## src/hdl/lmfd_pkg.sv

```systemverilog
// ----------------------------------------------------------------------------
// lmfd_pkg
// Shared types and constants of the length-marker frame deframer.
// ----------------------------------------------------------------------------
package lmfd_pkg;

  // Default number of bytes in the big-endian length field (1 to 4).
  localparam int LEN_BYTES_DEF = 4;

  localparam logic [7:0]  MARKER_BYTE  = 8'hFF;
  localparam logic [15:0] TRAILER_WORD = 16'hFFFF;

  // Status carried by the byte that closes a header attempt or a frame.
  typedef enum logic [1:0] {
    ST_ONGOING     = 2'd0,
    ST_GOOD        = 2'd1,
    ST_BAD_MARKER  = 2'd2,
    ST_BAD_TRAILER = 2'd3
  } status_t;

  // One result: the echoed byte and its framing flags.
  typedef struct packed {
    logic [7:0] out_byte;
    logic       in_frame;
    logic       frame_end;
    status_t    frame_status;
  } result_t;

endpackage

```

## src/hdl/lmfd_core.sv

```systemverilog
// ----------------------------------------------------------------------------
// lmfd_core
// Framing state machine: header assembly, marker check, payload countdown
// and trailer check, with the flags for the current byte.
// ----------------------------------------------------------------------------
module lmfd_core
  import lmfd_pkg::*;
#(
  parameter int LEN_BYTES = LEN_BYTES_DEF
) (
  input  logic       clk,
  input  logic       rst,
  input  logic       take,
  input  logic [7:0] data_byte,
  output result_t    result
);

  localparam int LenW = 8 * LEN_BYTES;
  localparam int HcW  = $clog2(LEN_BYTES + 1);
  localparam logic [HcW-1:0] HcLast = HcW'(LEN_BYTES);

  logic            in_payload, in_payload_next;
  logic [HcW-1:0]  header_count, header_count_next;
  logic [LenW-1:0] length_shift, length_shift_next;
  logic [LenW-1:0] payload_left, payload_left_next;
  logic [15:0]     last_two_bytes, last_two_bytes_next;
  logic [LenW+7:0] length_cat;
  logic [15:0]     trailer_cat;

  assign length_cat  = {length_shift, data_byte};
  assign trailer_cat = {last_two_bytes[7:0], data_byte};

  always_comb begin
    in_payload_next     = in_payload;
    header_count_next   = header_count;
    length_shift_next   = length_shift;
    payload_left_next   = payload_left;
    last_two_bytes_next = last_two_bytes;
    result.out_byte     = data_byte;
    result.in_frame     = 1'b1;
    result.frame_end    = 1'b0;
    result.frame_status = ST_ONGOING;

    if (in_payload) begin
      last_two_bytes_next = trailer_cat;
      payload_left_next   = payload_left - LenW'(1);
      if (payload_left == LenW'(1)) begin
        result.frame_end    = 1'b1;
        result.frame_status = (trailer_cat == TRAILER_WORD) ? ST_GOOD : ST_BAD_TRAILER;
        in_payload_next     = 1'b0;
        header_count_next   = '0;
        length_shift_next   = '0;
        payload_left_next   = '0;
        last_two_bytes_next = '0;
      end
    end else if (header_count < HcLast) begin
      length_shift_next = length_cat[LenW-1:0];
      header_count_next = header_count + HcW'(1);
    end else begin
      // Marker position: restart unless the marker is good and the length usable.
      header_count_next = '0;
      length_shift_next = '0;
      if (data_byte != MARKER_BYTE) begin
        result.in_frame     = 1'b0;
        result.frame_end    = 1'b1;
        result.frame_status = ST_BAD_MARKER;
      end else if (length_shift < LenW'(2)) begin
        result.frame_end    = 1'b1;
        result.frame_status = ST_BAD_TRAILER;
      end else begin
        in_payload_next     = 1'b1;
        payload_left_next   = length_shift;
        last_two_bytes_next = '0;
      end
    end
  end

  always_ff @(posedge clk) begin
    if (rst) begin
      in_payload     <= 1'b0;
      header_count   <= '0;
      length_shift   <= '0;
      payload_left   <= '0;
      last_two_bytes <= '0;
    end else if (take) begin
      in_payload     <= in_payload_next;
      header_count   <= header_count_next;
      length_shift   <= length_shift_next;
      payload_left   <= payload_left_next;
      last_two_bytes <= last_two_bytes_next;
    end
  end

`ifndef SYNTHESIS
  a_payload_nonzero : assert property (@(posedge clk) disable iff (rst)
    in_payload |-> payload_left != '0)
    else $error("payload count is zero inside a payload");

  a_payload_no_header : assert property (@(posedge clk) disable iff (rst)
    in_payload |-> header_count == '0)
    else $error("header count not cleared inside a payload");

  a_enter_payload : assert property (@(posedge clk) disable iff (rst)
    (take && !in_payload && header_count == HcLast && data_byte == MARKER_BYTE
     && length_shift >= LenW'(2)) |=> (in_payload && payload_left == $past(length_shift)))
    else $error("payload entry did not load the length");
`endif

endmodule

```

## src/hdl/length_marker_frame_deframer_unit.sv

```systemverilog
// ----------------------------------------------------------------------------
// length_marker_frame_deframer_unit
// Byte-stream deframer for frames of a big-endian length, a 0xFF marker and
// a payload that must end in 0xFFFF; each byte is echoed with framing flags.
//
//   channel  direction  handshake             payload
//   in       input      in_valid / in_ready   data_byte
//   out      output     out_valid / out_ready out_byte, in_frame,
//                                             frame_end, frame_status
//
// Each request's byte is decoded against the framing state in the cycle
// it is accepted and the result lands in the output register at that edge,
// so one request per cycle is sustained while the out side does not stall.
// The output register is the only stage; a new request is accepted while
// the held result is being taken in the same cycle.
// A stall on the out side holds the result and deasserts in_ready.
// Reset (rst, synchronous) restarts the header search and empties the output.
// ----------------------------------------------------------------------------
module length_marker_frame_deframer_unit
  import lmfd_pkg::*;
#(
  parameter int LEN_BYTES = LEN_BYTES_DEF
) (
  input  logic       clk,
  input  logic       rst,
  input  logic       in_valid,
  output logic       in_ready,
  input  logic [7:0] data_byte,
  output logic       out_valid,
  input  logic       out_ready,
  output logic [7:0] out_byte,
  output logic       in_frame,
  output logic       frame_end,
  output logic [1:0] frame_status
);

  // A request is taken whenever the output register is empty or is being
  // drained in this same cycle.
  logic    take;
  result_t result;
  result_t out_reg;

  assign in_ready = !out_valid || out_ready;
  assign take     = in_valid && in_ready;

  // The core advances its framing state only on an accepted request.
  lmfd_core #(
    .LEN_BYTES (LEN_BYTES)
  ) u_core (
    .clk       (clk),
    .rst       (rst),
    .take      (take),
    .data_byte (data_byte),
    .result    (result)
  );

  // Result register: the valid flag is control state, the payload is not reset.
  always_ff @(posedge clk) begin
    if (rst) begin
      out_valid <= 1'b0;
    end else if (take) begin
      out_valid <= 1'b1;
    end else if (out_ready) begin
      out_valid <= 1'b0;
    end
  end

  always_ff @(posedge clk) begin
    if (take) begin
      out_reg <= result;
    end
  end

  assign out_byte     = out_reg.out_byte;
  assign in_frame     = out_reg.in_frame;
  assign frame_end    = out_reg.frame_end;
  assign frame_status = out_reg.frame_status;

`ifndef SYNTHESIS
  a_status_only_at_end : assert property (@(posedge clk) disable iff (rst)
    (out_valid && !frame_end) |-> frame_status == ST_ONGOING)
    else $error("status reported on a byte that does not close a frame");

  a_bad_marker_outside : assert property (@(posedge clk) disable iff (rst)
    (out_valid && frame_status == ST_BAD_MARKER) |-> !in_frame)
    else $error("bad marker byte flagged as in frame");

  a_take_loads_output : assert property (@(posedge clk) disable iff (rst)
    take |=> (out_valid && out_byte == $past(data_byte)))
    else $error("accepted request did not reach the output register");
`endif

endmodule
```

## config.mk

```make
export PLATFORM = sky130hd
export DESIGN_NAME = length_marker_frame_deframer_unit
export DESIGN_NICKNAME = d
export VERILOG_FILES = /design/src/hdl/lmfd_pkg.sv /design/src/hdl/lmfd_core.sv /design/src/hdl/length_marker_frame_deframer_unit.sv
export SDC_FILE = /design/constraint.sdc
export NUM_CORES = 1
export LEC_CHECK = 0
export ABC_AREA = 1
export BUFFER_PORTS_ARGS = -buffer_cell sky130_fd_sc_hd__buf_4
export CORE_MARGIN = 2
export CORE_UTILIZATION = 62
export DETAILED_ROUTE_END_ITERATION = 6
export PLACE_DENSITY_LB_ADDON = 0.15
export SLEW_MARGIN = 40
export SYNTH_ARGS = -nofsm -noshare
export SYNTH_HDL_FRONTEND = slang
export SYNTH_SLANG_ARGS = --single-unit
```

## constraint.sdc

```tcl
create_clock -name clk -period 1.85 [get_ports clk]
set_clock_uncertainty 0.15 [all_clocks]
set_input_delay 0.0925 -clock clk [delete_from_list [all_inputs] [get_ports clk]]
set_output_delay 0.0925 -clock clk [all_outputs]
set_load 0.01 [all_outputs]
```

==> impl_metrics.yaml, run 1 <==
outcome:
  outcome: "complete, but fails checks"
  violations: "setup timing"
clocking:
  path_clk_slew_ns: 0.10
  clock_latency_ns: 0.38
  clkSinkCount: 89
  h-tree-depth: 3
  cts_tree: "yes"
  cts_root_buf: "clkbuf_8"
  clockBufferDepth: 2
  numCtsBuffers: 9
logic_synthesis:
  syn_avg_cell_area_um2: 6.279
  ys_seq_area_share_pct: 37.67
  synthFlopType: "dfxtp_1"
  synth_edf_count: 12
  syn-num-nets: 819
  synthArstFlopShare_pct: 0
  synth_seq_cells: 89
  synth_warnings: 0
  synth_area_um2: 5049
  synth_cell_types: 26
  synth_cells: 804
floorplanning:
  dieArea_um2: 8880
  die_h_um: 94.24
  row_count: 32
  design.core.area_um2: 7807
  boundaryPins: 26
  die_w_um: 94.24
  start_util_pct: 64.66
sta:
  fmax_ghz: 0.4794
  max-slew-margin-rel_pct: 67.38
  rsz0062_at_grt: "yes"
  slew_viol_final: 0
  fin_hold_ws_ns: 0.1284
  fin_ws_ns: -0.2361
  fin_crit_ns: 2.086
  tightest_slew_ns: 0.4856
  setup_viol: 72
  post-route-period-util_pct: 112.8
  hold_viol: 0
worst_setup_path:
  crit_arrival_ns: 2.04
  worstPathMaxFanout: 4
  cp_slowest_stage_delay_ns: 0.52
  path_class: "in -> reg"
  cp.required_ns: 1.80
  critPathBufInv: 2
  start_kind: "input pin"
  slowest_stage: "dlygate4sd3_1"
  setup.worst_path.end_class: "flop"
  worstPathCellList: "dlygate4sd3_1, buf_4, nand2_1, nor2_1, nand4_1, nor3_1, o21ai_0"
  critPathTopFamily: "simple AND/OR/NAND/NOR gates"
cells_and_area:
  synthToLayoutAreaGrowth_pct: 36.46
  n_antenna_cell: 0
  drive_above_1_share_pct: 31.69
  nets: 925
power:
  switching_power_mw: 1.125
  switching_share_pct: 28.92
  seqPwrFrac_pct: 52.0
  power_frac_clock_pct: 37.1
  power.density_nw_per_um2: 564.7
  pwr-share-comb_pct: 10.9
  power_leakage_nw: 3.340
  internal_power_mw: 2.765
  ir_drop_uv: 669.8
worst_hold_path:
  min_path_type: "in -> reg"
drt:
  wl_per_cell_um: 20.99
  antenna_left: 0
  num_vias: 6531
  drc: 0
  wl_um: 21350
  first_pass_iters: 6
  viasPerCell: 6.422
  drt_iter0_markers: 757
placement:
  pre_cts_ws_ns: -0.1156
  port_buffers: 25
  gp_congestion: 0.9525
  dpl.hpwl_um: 11010
global_route:
  track_usage_pct: 38.01
  grt_pass1_vias: 5498
  grt_first_pass_wirelength_um: 26060
  grt_overflow: 0
  grt_max_degree: 44
  antenna_found_initial: 0
flow_run:
  cap_violations: 0
==> layer usage <==
layer	track usage, %	part of all wire (%)	up-vias
met3	6.340	11	192
li1	-	-	2783
met1	44.86	34	2974
met5	0	0	-
met2	66.67	46	582
met4	18.36	8.3	0
==> registers in the layout, indices dropped and copies added, names as in the netlist <==
register / count
frame_status: 2
u_core.in_payload: 1
out_valid: 1
u_core.payload_left: 32
u_core.last_two_bytes: 8
out_byte: 8
u_core.header_count: 3
u_core.length_shift: 32
in_frame: 1
frame_end: 1
==> power by group through the flow <==
stage / clock [mW] / combinational [mW] / sequential (mW)
after detailed placement: 0 / 0.312 / 2.06
final: 1.44 / 0.423 / 2.02
after floorplan: 0 / 0.169 / 2.07
after CTS: 1.37 / 0.335 / 2.02
after global routing: 1.46 / 0.438 / 2.03
after global placement: 0 / 0.302 / 2.06
==> worst min-delay path, stage by stage <==
cell     delay (ns)
buf_4          0.11
buf_4          0.27
a21oi_2        0.15
==> final timing paths <==
kind                                start                  endpoint  slack, ns  cells after the start
hold reg to reg    u_core.header_count[1]    u_core.header_count[1]       0.34                      2
hold / removal                        rst  u_core.last_two_bytes[7]       0.13                      3
setup / recovery             data_byte[1]           frame_status[1]      -0.24                      7
setup reg to reg  u_core.length_shift[26]   u_core.payload_left[30]      -0.21                     11
==> cells in the final DEF (no fill, tap or decap), drive strengths merged <==
master,synthesis,final
nor4,1,1
nand2,279,280
nand3,22,23
ha,3,3
dlymetal6s4s,0,1
a21oi,44,44
nand4,63,63
xor2,11,11
inv,59,61
dlygate4sd3,0,10
nor2,175,175
clkinv,1,1
clkinvlp,0,2
o21ai,10,10
buf,15,116
clkbuf,23,16
edfxtp,12,12
dfxtp,77,77
nor3,9,9
==> cell type report <==
class | count | area [µm²]
clock buffers | 12 | 166.4
clock inverters | 4 | 32.53
fillers | 392 | 918.4
inverters | 60 | 230.2
multi-input cells | 619 | 3199
flip-flops and latches | 89 | 1951
well taps | 102 | 127.6
repair buffers | 131 | 1182
==> Yosys cell counts (3+ instances only) <==
cell type	number	area, µm²
a21oi_1	44	220.2
buf_2	9	45.04
buf_6	4	45.04
clkbuf_1	23	86.33
dfxtp_1	77	1541
edfxtp_1	12	360.4
ha_1	3	37.54
inv_1	56	210.2
inv_2	3	11.26
nand2_1	275	1032
nand2_2	3	18.77
nand3_1	21	105.1
nand4_1	63	394.1
nor2_1	163	611.8
nor2_2	8	50.05
nor2_4	4	45.04
nor3_1	9	45.04
o21ai_0	8	40.04
xor2_1	11	96.34
==> kinds of logic (layout without fill, tap and decap cells) <==
group                    Yosys count  count (layout)  share of synthesized area [%]
buffers and inverters             98             207                          8.104
AO/OA/AOI/OAI                     54              54                          5.427
flip-flops                        89              89                          37.67
XOR/XNOR                          11              11                          1.908
adder cells (fa/ha/maj)            3               3                         0.7436
AND/OR/NAND/NOR                  549             551                          46.15
==> timing repair <==
item,4_1_cts,5_1_grt
setup endpoints to repair,46,78
setup buffers,4,17
gates resized for setup,11,169
hold endpoints to repair,26,1
pin swaps,2,58
hold buffers,10,1
cloned,0,8
==> through the flow <==
stage / util, % / TNS [ns] / std cells / instance area, µm² / power [mW]
after CTS: 78.37 / 0 / 991 / 6118 / 3.730
after detailed placement: 73.53 / -1.786 / 961 / 5741 / 2.377
final: 88.24 / -6.622 / 1017 / 6889 / 3.890
after global placement: 73.53 / -0.2392 / 961 / 5741 / 2.366
after global routing: 88.24 / -11.55 / 1017 / 6889 / 3.921
after floorplan: - / 0 / 804 / 5050 / 2.242
(Power assumes the default switching activity.)
==> inputs of run 2 (changes only) <==
--- a/config.mk
+++ b/config.mk
@@ -8,7 +8,8 @@
 export ABC_AREA = 1
 export BUFFER_PORTS_ARGS = -buffer_cell sky130_fd_sc_hd__buf_4
 export CORE_MARGIN = 2
-export CORE_UTILIZATION = 62
+export CORE_UTILIZATION = 64
+export CTS_BUF_LIST = sky130_fd_sc_hd__clkbuf_4
 export DETAILED_ROUTE_END_ITERATION = 6
 export PLACE_DENSITY_LB_ADDON = 0.15
 export SLEW_MARGIN = 40
==> run 2 against run 1 <==
Against the previous run:
- the flow finishes with violations (DRC, setup timing)
- final cell count decreased by 0.49%
- wire length decreased by 8.3%
- setup slack improved by 0.11 ns
- sequential share of layout area increased by 1.1 points
- final area decreased by 4.5%
- clock power decreased by 27%
==> impl_metrics.yaml, run 2 (synthesis gave the netlist of run 1 again) <==
outcome:
  outcome: "complete, but fails checks"
  violations: "DRC, setup timing"
clocking:
  numCtsBuffers: 9
  cts_tree: "yes"
  clock_latency_ns: 0.47
  cts_root_buf: "clkbuf_4"
  clockBufferDepth: 2
  path_clk_slew_ns: 0.18
  h-tree-depth: 3
  clkSinkCount: 89
drt:
  first_pass_iters: 7
  wl_um: 19570
  wl_per_cell_um: 19.34
  viasPerCell: 6.274
  drc: 1
  drt_iter0_markers: 902
  num_vias: 6349
  antenna_left: 0
floorplanning:
  dieArea_um2: 8615
  die_h_um: 92.82
  boundaryPins: 26
  die_w_um: 92.82
  start_util_pct: 65.67
  row_count: 32
  design.core.area_um2: 7687
power:
  power.density_nw_per_um2: 529.1
  power_leakage_nw: 3.282
  ir_drop_uv: 521.6
worst_setup_path:
  cp.required_ns: 2.02
  startpoint: "u_core.payload_left[8]"
  start_kind: "flop"
  setup.worst_path.end_class: "flop"
  timing.critical_path.to: "frame_status[0]"
  crit_arrival_ns: 2.15
  r2r_cells: 8
  reg2reg_from: "u_core.payload_left[8]"
  worstPathMaxFanout: 4
  reg2reg_to: "frame_status[0]"
  path_class: "reg -> reg"
  reg2reg_slack_ns: -0.13
global_route:
  track_usage_pct: 37.29
  antenna_found_initial: 0
  grt_pass1_vias: 5318
  grt_max_degree: 44
  grt_overflow: 0
  grt_first_pass_wirelength_um: 25360
sta:
  fin_crit_ns: 1.978
  tightest_slew_ns: 0.4742
  post-route-period-util_pct: 106.9
  setup_viol: 42
  max-slew-margin-rel_pct: 68.19
  fmax_ghz: 0.5057
  slew_viol_final: 0
  hold_viol: 0
  fin_ws_ns: -0.1276
  fin_hold_ws_ns: 0.03406
  rsz0062_at_grt: "yes"
worst_hold_path:
  min_path_type: "in -> reg"
  hold_depth: 3
cells_and_area:
  drive_above_1_share_pct: 25.60
  synthToLayoutAreaGrowth_pct: 30.31
  postLayoutCoreUtil_pct: 85.58
  nets: 920
  layout.cells.non_filler: 1012
  largestRegisters: "u_core.length_shift: 32 flops, u_core.payload_left: 32 flops"
  fillers: 438
  multi_input_area_um2: 3030
  final_area_um2: 6579
  ff_latch_area_um2: 1932
  n_antenna_cell: 0
  mostFrequentLayoutCells: "nand2_1 (263), nor2_1 (133), buf_4 (101), nand4_1 (63), dfxtp_1 (53)"
  final_common_cell: "nand2_1"
placement:
  dpl.cell_count: 955
  place_area_um2: 5683
  dpl.hpwl_um: 10970
  gp_congestion: 1.005
  port_buffers: 25
  pre_cts_ws_ns: -0.07559
flow_run:
  cap_violations: 0
[run 2: worst min-delay path by stage]
stage                             from                 endpoint  slack (ns)
after CTS                          rst  u_core.length_shift[26]        0.02
after global placement    data_byte[2]              out_byte[2]        0.16
final                              rst  u_core.length_shift[28]        0.03
after floorplan           data_byte[0]              out_byte[0]        0.04
after detailed placement  data_byte[2]              out_byte[2]        0.17
after global routing               rst  u_core.length_shift[25]        0.03
[run 2: what timing repair did]
| item | CTS | global route |
|---|---|---|
| setup buffers | 2 | 20 |
| gates resized for setup | 10 | 102 |
| setup endpoints to repair | 44 | 78 |
| cloned | 0 | 8 |
| hold buffers | 11 | 0 |
| pin swaps | 1 | 21 |
| endpoints found under the hold margin | 28 | 0 |
[run 2: worst max-delay path, cell delays in order, from the launching register on]
cell and delay, ns:
dfxtp_2 0.39, nor2_4 0.17, inv_1 0.07, nor3_1 0.27, nand2_1 0.14, nor4_2 0.35, buf_4 0.18, nand2_1 0.06
o21ai_2 0.07
[run 2: cell type report]
cell class,instances,area share [%]
sequential,89,29.36
timing repair buffer,126,17.17
clock inverter,7,0.8558
inverter,60,3.576
multi-input combinational,619,46.06
clock buffer,9,1.027
tap,102,1.940
[run 2: routing by layer]
layer	up-vias	part of all wire (%)	GRT usage, %
li1	2780	-	-
met1	2859	34	45.74
met2	544	47	64.92
met3	166	11	4.882
met4	0	8.2	17.16
met5	-	0	0
[run 2: power by group]
part / total, mW / internal [mW] / leakage, nW / switching [mW]
Sequential: 2.03 / 2.00 / 0.750 / 0.0295
Combinational: 0.399 / 0.151 / 2.46 / 0.247
Clock: 1.05 / 0.289 / 0.0705 / 0.763
Total: 3.48 / 2.44 / 3.28 / 1.04
[run 2: per-stage QoR]
step / setup TNS [ns] / power, mW
detailed placement: -0.5058 / 2.373
floorplan: 0 / 2.242
finish: -1.807 / 3.481
global placement: -0.07096 / 2.360
CTS: -0.01884 / 3.370
global route: -3.628 / 3.560
